==> config.mk <==
export PLATFORM = sky130hd
export DESIGN_NAME = adsr_envelope_generator
export DESIGN_NICKNAME = d
export VERILOG_FILES = /design/src/sv/adsr_pkg.sv /design/src/sv/adsr_cfg_regs.sv /design/src/sv/adsr_step_unit.sv /design/src/sv/adsr_envelope_generator.sv
export SDC_FILE = /design/constraint.sdc
export NUM_CORES = 1
export LEC_CHECK = 0
export ABC_CLOCK_PERIOD_IN_PS = 11400
export BUFFER_PORTS_ARGS = -buffer_cell sky130_fd_sc_hd__buf_2
export CORE_MARGIN = 4
export CORE_UTILIZATION = 39
export CTS_CLUSTER_DIAMETER = 40
export CTS_CLUSTER_SIZE = 25
export DETAILED_ROUTE_END_ITERATION = 7
export GPL_TIMING_DRIVEN = 0
export SYNTH_ARGS = -nofsm -noshare
export SYNTH_HDL_FRONTEND = slang
export SYNTH_SLANG_ARGS = --single-unit
==> constraint.sdc <==
create_clock -name i_clk -period 11.4 [get_ports i_clk]
set_input_delay 0 -clock i_clk [delete_from_list [all_inputs] [get_ports i_clk]]
set_output_delay 0 -clock i_clk [all_outputs]
set_load 0.02 [all_outputs]
==> src/sv/adsr_pkg.sv <==
package adsr_pkg;

    // Field widths
    localparam int LEVEL_W  = 15;
    localparam int STEP_W   = 16;
    localparam int CMD_W    = 2;
    localparam int SAMP_W   = 13;
    localparam int SUB_W    = 8;                  // log2 of the quantum
    localparam int TOTAL_W  = SAMP_W;             // sub count plus a saturated chunk fits
    localparam int QCNT_W   = TOTAL_W - SUB_W;    // quanta per advance, up to 16
    localparam int SUM_W    = 18;                 // signed working width of one step
    localparam int CFG_IDX_W  = 3;
    localparam int CFG_DATA_W = 16;

    localparam logic [SAMP_W-1:0]  MAX_CHUNK = 13'd4096;
    localparam logic [LEVEL_W-1:0] LEVEL_MAX = 15'h7fff;

    // Commands
    localparam logic [CMD_W-1:0] CMD_ADVANCE = 2'd0;
    localparam logic [CMD_W-1:0] CMD_NOTE_ON = 2'd1;
    localparam logic [CMD_W-1:0] CMD_RELEASE = 2'd2;

    // Register indexes
    localparam logic [CFG_IDX_W-1:0] REG_PEAK_LEVEL = 3'd0;
    localparam logic [CFG_IDX_W-1:0] REG_HOLD_LEVEL = 3'd1;
    localparam logic [CFG_IDX_W-1:0] REG_RISE_STEP  = 3'd2;
    localparam logic [CFG_IDX_W-1:0] REG_FALL_STEP  = 3'd3;
    localparam logic [CFG_IDX_W-1:0] REG_FADE_STEP  = 3'd4;

    typedef enum logic [1:0] {
        PH_ATTACK  = 2'd0,
        PH_DECAY   = 2'd1,
        PH_SUSTAIN = 2'd2,
        PH_RELEASE = 2'd3
    } t_phase;

    typedef struct packed {
        logic [LEVEL_W-1:0]       peak_level;
        logic [LEVEL_W-1:0]       hold_level;
        logic [LEVEL_W-1:0]       rise_step;
        logic signed [STEP_W-1:0] fall_step;
        logic signed [STEP_W-1:0] fade_step;
    } t_cfg;

    typedef struct packed {
        logic [LEVEL_W-1:0] level;
        t_phase             phase;
    } t_env;

    // Clamp a signed working sum into the level range
    function automatic logic [LEVEL_W-1:0] sat_level(input logic signed [SUM_W-1:0] v);
        logic [LEVEL_W-1:0] r;
        if (v < 0) begin
            r = '0;
        end else if (v > $signed({{(SUM_W-LEVEL_W){1'b0}}, LEVEL_MAX})) begin
            r = LEVEL_MAX;
        end else begin
            r = v[LEVEL_W-1:0];
        end
        return r;
    endfunction

endpackage

==> src/sv/adsr_cfg_regs.sv <==
module adsr_cfg_regs (
    input  logic                              i_clk,
    input  logic                              i_rst_n,
    input  logic                              i_cfg_valid,
    output logic                              o_cfg_ready,
    input  logic [adsr_pkg::CFG_IDX_W-1:0]    i_cfg_index,
    input  logic [adsr_pkg::CFG_DATA_W-1:0]   i_cfg_data,
    output adsr_pkg::t_cfg                    o_cfg
);

    adsr_pkg::t_cfg r_cfg;

    assign o_cfg_ready = 1'b1;
    assign o_cfg       = r_cfg;

    // Register file, writes to unknown indexes are dropped
    always_ff @(posedge i_clk) begin
        if (!i_rst_n) begin
            r_cfg.peak_level <= adsr_pkg::LEVEL_MAX;
            r_cfg.hold_level <= adsr_pkg::LEVEL_MAX;
            r_cfg.rise_step  <= adsr_pkg::LEVEL_MAX;
            r_cfg.fall_step  <= 16'sh8001;
            r_cfg.fade_step  <= 16'sh8001;
        end else if (i_cfg_valid) begin
            case (i_cfg_index)
                adsr_pkg::REG_PEAK_LEVEL: begin
                    r_cfg.peak_level <= i_cfg_data[adsr_pkg::LEVEL_W-1:0];
                end
                adsr_pkg::REG_HOLD_LEVEL: begin
                    r_cfg.hold_level <= i_cfg_data[adsr_pkg::LEVEL_W-1:0];
                end
                adsr_pkg::REG_RISE_STEP: begin
                    r_cfg.rise_step <= i_cfg_data[adsr_pkg::LEVEL_W-1:0];
                end
                adsr_pkg::REG_FALL_STEP: begin
                    r_cfg.fall_step <= $signed(i_cfg_data);
                end
                adsr_pkg::REG_FADE_STEP: begin
                    r_cfg.fade_step <= $signed(i_cfg_data);
                end
                default: begin
                end
            endcase
        end
    end

endmodule

==> src/sv/adsr_step_unit.sv <==
module adsr_step_unit (
    input  adsr_pkg::t_cfg i_cfg,
    input  adsr_pkg::t_env i_env,
    output adsr_pkg::t_env o_env
);

    logic signed [adsr_pkg::SUM_W-1:0] level_ext;
    logic signed [adsr_pkg::SUM_W-1:0] addend;
    logic signed [adsr_pkg::SUM_W-1:0] sum;
    logic signed [adsr_pkg::SUM_W-1:0] peak_ext;
    logic signed [adsr_pkg::SUM_W-1:0] hold_ext;

    localparam int PAD_U = adsr_pkg::SUM_W - adsr_pkg::LEVEL_W;
    localparam int PAD_S = adsr_pkg::SUM_W - adsr_pkg::STEP_W;

    assign level_ext = $signed({{PAD_U{1'b0}}, i_env.level});
    assign peak_ext  = $signed({{PAD_U{1'b0}}, i_cfg.peak_level});
    assign hold_ext  = $signed({{PAD_U{1'b0}}, i_cfg.hold_level});

    // Step size picked by phase, then one shared adder
    always_comb begin
        case (i_env.phase)
            adsr_pkg::PH_ATTACK: addend = $signed({{PAD_U{1'b0}}, i_cfg.rise_step});
            adsr_pkg::PH_DECAY:  addend = $signed({{PAD_S{i_cfg.fall_step[adsr_pkg::STEP_W-1]}},
                                                   i_cfg.fall_step});
            adsr_pkg::PH_RELEASE: addend = $signed({{PAD_S{i_cfg.fade_step[adsr_pkg::STEP_W-1]}},
                                                    i_cfg.fade_step});
            default: addend = '0;
        endcase
    end

    assign sum = level_ext + addend;

    // Snap to the target and move on when reached or crossed
    always_comb begin
        o_env = i_env;
        case (i_env.phase)
            adsr_pkg::PH_ATTACK: begin
                if (sum >= peak_ext) begin
                    o_env.level = i_cfg.peak_level;
                    o_env.phase = adsr_pkg::PH_DECAY;
                end else begin
                    o_env.level = adsr_pkg::sat_level(sum);
                end
            end
            adsr_pkg::PH_DECAY: begin
                if (sum <= hold_ext) begin
                    o_env.level = i_cfg.hold_level;
                    o_env.phase = adsr_pkg::PH_SUSTAIN;
                end else begin
                    o_env.level = adsr_pkg::sat_level(sum);
                end
            end
            adsr_pkg::PH_RELEASE: begin
                o_env.level = adsr_pkg::sat_level(sum);
            end
            default: begin
            end
        endcase
    end

endmodule

==> src/sv/adsr_envelope_generator.sv <==
// The run state applies the N envelope steps due for an accepted word (0..16: one
// per full 256-sample quantum for advance, 1 for note on, 0 otherwise), one step
// per cycle; the push state then moves the result into the output register once
// it is free. A new word is taken only in idle, also while a finished result waits.
// Reset (i_rst_n low, synchronous): level 0, attack phase, counter 0, registers
// back to their defaults, no result pending.
module adsr_envelope_generator (
    input  logic        i_clk,
    input  logic        i_rst_n,
    // Input stream
    input  logic        i_s_axis_tvalid,
    output logic        o_s_axis_tready,
    input  logic [15:0] i_s_axis_tdata,   // [12:0] chunk_len, rest zero
    input  logic [1:0]  i_s_axis_tuser,   // [1:0] cmd
    // Output stream
    output logic        o_m_axis_tvalid,
    input  logic        i_m_axis_tready,
    output logic [23:0] o_m_axis_tdata,   // [14:0] level, [16:15] phase, rest zero
    // Configuration
    input  logic        i_cfg_valid,
    output logic        o_cfg_ready,
    input  logic [2:0]  i_cfg_index,
    input  logic [15:0] i_cfg_data
);

    typedef enum logic [1:0] {
        S_IDLE,
        S_RUN,
        S_PUSH
    } t_state;

    adsr_pkg::t_cfg cfg;
    adsr_pkg::t_env step_out;

    t_state                          r_state,   n_state;
    adsr_pkg::t_env                  r_env,     n_env;
    logic [adsr_pkg::SUB_W-1:0]      r_sub,     n_sub;
    logic [adsr_pkg::QCNT_W-1:0]     r_quanta,  n_quanta;
    logic                            r_out_vld, n_out_vld;
    adsr_pkg::t_env                  r_out,     n_out;

    logic [adsr_pkg::SAMP_W-1:0]     samples;
    logic [adsr_pkg::TOTAL_W-1:0]    total;
    logic                            in_fire;

    adsr_cfg_regs u_cfg (
        .i_clk       (i_clk),
        .i_rst_n     (i_rst_n),
        .i_cfg_valid (i_cfg_valid),
        .o_cfg_ready (o_cfg_ready),
        .i_cfg_index (i_cfg_index),
        .i_cfg_data  (i_cfg_data),
        .o_cfg       (cfg)
    );

    adsr_step_unit u_step (
        .i_cfg (cfg),
        .i_env (r_env),
        .o_env (step_out)
    );

    assign o_s_axis_tready = (r_state == S_IDLE);
    assign in_fire         = i_s_axis_tvalid && o_s_axis_tready;

    // Saturate the chunk and split the new count into quanta and remainder
    assign samples = (i_s_axis_tdata[adsr_pkg::SAMP_W-1:0] > adsr_pkg::MAX_CHUNK)
                   ? adsr_pkg::MAX_CHUNK : i_s_axis_tdata[adsr_pkg::SAMP_W-1:0];
    assign total   = {{(adsr_pkg::TOTAL_W-adsr_pkg::SUB_W){1'b0}}, r_sub} + samples;

    assign o_m_axis_tvalid = r_out_vld;
    assign o_m_axis_tdata  = {7'd0, r_out.phase, r_out.level};

    // Sequencer
    always_comb begin
        n_state   = r_state;
        n_env     = r_env;
        n_sub     = r_sub;
        n_quanta  = r_quanta;
        n_out_vld = r_out_vld;
        n_out     = r_out;

        if (r_out_vld && i_m_axis_tready) begin
            n_out_vld = 1'b0;
        end

        case (r_state)
            S_IDLE: begin
                if (in_fire) begin
                    n_state  = S_RUN;
                    n_quanta = '0;
                    case (i_s_axis_tuser)
                        adsr_pkg::CMD_ADVANCE: begin
                            n_sub    = total[adsr_pkg::SUB_W-1:0];
                            n_quanta = total[adsr_pkg::TOTAL_W-1:adsr_pkg::SUB_W];
                        end
                        adsr_pkg::CMD_NOTE_ON: begin
                            n_env.level = '0;
                            n_env.phase = adsr_pkg::PH_ATTACK;
                            n_sub       = '0;
                            n_quanta    = {{(adsr_pkg::QCNT_W-1){1'b0}}, 1'b1};
                        end
                        adsr_pkg::CMD_RELEASE: begin
                            n_env.phase = adsr_pkg::PH_RELEASE;
                        end
                        default: begin
                        end
                    endcase
                end
            end
            S_RUN: begin
                // One envelope step per cycle
                if (r_quanta != '0) begin
                    n_env    = step_out;
                    n_quanta = r_quanta - 1'b1;
                end else begin
                    n_state = S_PUSH;
                end
            end
            S_PUSH: begin
                if (!r_out_vld || i_m_axis_tready) begin
                    n_out_vld = 1'b1;
                    n_out     = r_env;
                    n_state   = S_IDLE;
                end
            end
            default: begin
                n_state = S_IDLE;
            end
        endcase
    end

    always_ff @(posedge i_clk) begin
        if (!i_rst_n) begin
            r_state     <= S_IDLE;
            r_env.level <= '0;
            r_env.phase <= adsr_pkg::PH_ATTACK;
            r_sub       <= '0;
            r_quanta    <= '0;
            r_out_vld   <= 1'b0;
        end else begin
            r_state   <= n_state;
            r_env     <= n_env;
            r_sub     <= n_sub;
            r_quanta  <= n_quanta;
            r_out_vld <= n_out_vld;
        end
        r_out <= n_out;
    end

endmodule

==> metrics.cfg <==
[status]
outcome = complete, no violations

[route]
wirelength_um = 19700
wl_per_cell_um = 16.0
via_per_inst = 5.29
dr.pass1.iters = 5
routed-via-count = 6507
drc = 0
drt_iter0_markers = 379
ant_nets = 0

[logic_synthesis]
synth_top_family_by_area = compound AO/OA/AOI/OAI gates
synth_edf_count = 17
syn_area_um2 = 7360
synthSimpleGateAreaFrac = 0.202
ys.flop_type = dfxtp_1
syn_area_per_cell_um2 = 8.31
synth_compound_area_frac = 0.227
synth_top_area_cell = dfxtp_1
yosysSeqAreaShare = 0.369
ys_warn_count = 0
synth_common_cells = nand2_1, dfxtp_1, ha_1
netlist_top_cells_area = dfxtp_1, ha_1, nand2_1, edfxtp_1, a21boi_0
yosys-mux-area-fraction = 0.0265
yosysMostFrequentCell = nand2_1
yosys.area_share.adder = 0.0989
synth-xor-area-share = 0.0226
synth_top_cell_area_share = 0.299
syn-instance-count = 886
ys_seq_elements = 127
ys_async_sr_fraction = 0
synth_cell_type_count = 68

[finish]
fin_cells = 1231
seqCellArea_um2 = 2710
fillers = 1839
drive_gt1_frac = 0.111
design_area_um2 = 8780
multi_input_area_um2 = 4280
syn_to_final_growth_pct = 19.3
utilization = 0.481
final_nets = 1088
antenna_cells = 0

[global_route]
antenna_found_initial = 0
grt_util_all_layers = 0.189
grt_max_degree = 18
overflow = 0
grt_pass1_wl_um = 32100
grt_pass1_vias = 6101

[critical_path]
worst_path_most_repeated_cell = clkbuf_1
critPathTopFamily = compound AO/OA/AOI/OAI gates
cp.required_ps = 11750
arrival_ps = 7030
crit_fanout = 10
critPathMaxStageDelay_ps = 550
crit_slowest_cell = o21ai_1
crit_chain = clkbuf_1, inv_1, nor2_1, clkbuf_1, nand2_1, o21ai_0, ha_1, clkbuf_1, nand4_1, nor3_1, or2_1, a211oi_1, xnor2_1, ha_1, nand3_1, o41ai_1, a22oi_1, o21ai_1, buf_2, o221ai_1, o21ai_1
end_kind = flop
critical_path_class = flop to flop
crit_buf_inv = 5
critPathLaunchType = flop
rrSetupSlack_ps = 4720

[sta]
finalCritPeriodShare = 0.586
period_needed_ps = 6680
timing.slew.headroom = 0.423
fmax_ghz = 0.150
worst_pin_slew_ps = 862
setup_viol_count_final = 0
finalClockSkew_ps = 12.6
tns_ps = 0
maxSlewViolCount = 0
finalHoldViolations = 0
rsz0062_at_grt = no

[power_and_ir_drop]
p_leak_nw = 3.79
pwr-share-comb = 0.457
switching_power_mw = 0.781
p_total_mw = 1.96
seqPwrFrac = 0.262
peakVddDrop_mv = 0.144
clkPwrFrac = 0.280
cellPowerDensity_nw_per_um2 = 224
sw_frac_of_total = 0.398
p_int_mw = 1.18

[cts]
post-cts-setup-buffer-count = 0
root_buffer = clkbuf_16
cts_buffer_depth = 2
clkLatencyLatePin_ps = 430
cts_buffers = 17
clkTransAtPathRegs_ps = 60
cts.sinks = 127
htreeDepth = 4
cts_tree = built

[floorplan]
ioPinCount = 69
core_area_um2 = 18300
start_util = 0.403
dieWidth_um = 145
dieArea_um2 = 21100
placementRows = 49
die_y_um = 145

[placed_design]
dp_hpwl_um = 15200
dp.cells = 1177
port_buffers = 56
place_area_um2 = 7950
place_congestion = 0.893

[worst_hold_path]
hold_class = input pin to flop

[job]
cap_violations = 0

area by class of cell:
| type | instances | area share |
|---|---|---|
| clock inverters | 10 | 0.0107 |
| clock buffers | 22 | 0.0588 |
| repair buffers | 78 | 0.0570 |
| multi-input cells | 673 | 0.488 |
| flip-flops and latches | 127 | 0.309 |
| plain buffers | 52 | 0.0271 |
| well taps | 229 | 0.0326 |
| inverters | 40 | 0.0171 |
power groups by stage:
stage	registers [mW]	logic (mW)	clock network, mW
2_1_floorplan	0.523	0.648	0
3_3_place_gp	0.523	0.872	0
3_5_place_dp	0.524	0.872	0
4_1_cts	0.515	0.886	0.562
5_1_grt	0.520	1.00	0.581
6_report	0.515	0.898	0.551
final timing paths:
kind              depth (start not counted)                         start                      endpoint
hold / removal                            4                i_cfg_index[0]  u_cfg.o_cfg[36]$_SDFFE_PN1P_
setup reg to reg                         21         r_env[1]$_SDFFE_PN0P_         r_env[9]$_SDFFE_PN0P_
setup / recovery                         21         r_env[1]$_SDFFE_PN0P_         r_env[9]$_SDFFE_PN0P_
hold reg to reg                           2  u_cfg.o_cfg[24]$_SDFFE_PN0P_  u_cfg.o_cfg[24]$_SDFFE_PN0P_
sequential cells by signal, summed over array words and instances (netlist names):
| register | cells |
|---|---|
| r_env | 17 |
| r_sub | 8 |
| r_quanta | 5 |
| o_m_axis_tvalid | 1 |
| r_state | 2 |
| u_cfg.o_cfg | 77 |
| o_m_axis_tdata | 17 |
placed cells by master (no fill, tap or decap), types with 8 or more instances in the layout:
| master | n |
|---|---|
| nor2_1 | 31 |
| dfxtp_1 | 110 |
| inv_1 | 40 |
| nand3_1 | 37 |
| a21boi_1 | 12 |
| conb_1 | 8 |
| nor2b_1 | 22 |
| o211ai_1 | 30 |
| o21ai_1 | 16 |
| o221ai_1 | 13 |
| ha_1 | 55 |
| buf_2 | 60 |
| dlygate4sd3_1 | 22 |
| buf_4 | 8 |
| a21o_1 | 12 |
| clkbuf_1 | 39 |
| mux2i_1 | 18 |
| a21boi_0 | 30 |
| xnor2_1 | 13 |
| clkbuf_16 | 19 |
| nand2_1 | 179 |
| o21ai_0 | 35 |
| a22oi_1 | 8 |
| a21oi_1 | 38 |
| edfxtp_1 | 17 |
| nor3_1 | 9 |
| a211oi_1 | 9 |
through the flow:
stage | worst slack [ps] | hold WS [ps]
after floorplan | 6590 | 124
after global placement | 4810 | 258
after detailed placement | 4870 | 255
after CTS | 4840 | 0.606
after global routing | 4110 | 40.4
final | 4720 | 13.2
worst min-delay path, delay by kind of cell:
kind,cells,cell delay (ps)
buffers and inverters,1,120
and+or+nand+nor,3,270
timing repair:
item	CTS	global route
hold endpoints to repair	83	0
hold buffers	22	0
resized for setup	0	0
kinds of logic after synthesis:
kind of cell	after synthesis
compound gates	243
mux	19
buf+inv	92
fa+ha+maj	57
flops	127
simple gates	327
xor+xnor	19
other cells	2
layer usage:
| layer | track usage | part of all wire | wire [um] | vias to the layer above |
|---|---|---|---|---|
| met1 | 0.277 | 0.52 | 10200 | 2976 |
| li1 | - | - | - | 3360 |
| met3 | 0.0383 | 0.040 | 787 | 12 |
| met4 | 0.0475 | 0.0093 | 184 | 0 |
| met5 | 0 | 0 | 0 | - |
| met2 | 0.286 | 0.43 | 8520 | 159 |
Power figures use the tool's default switching activity.
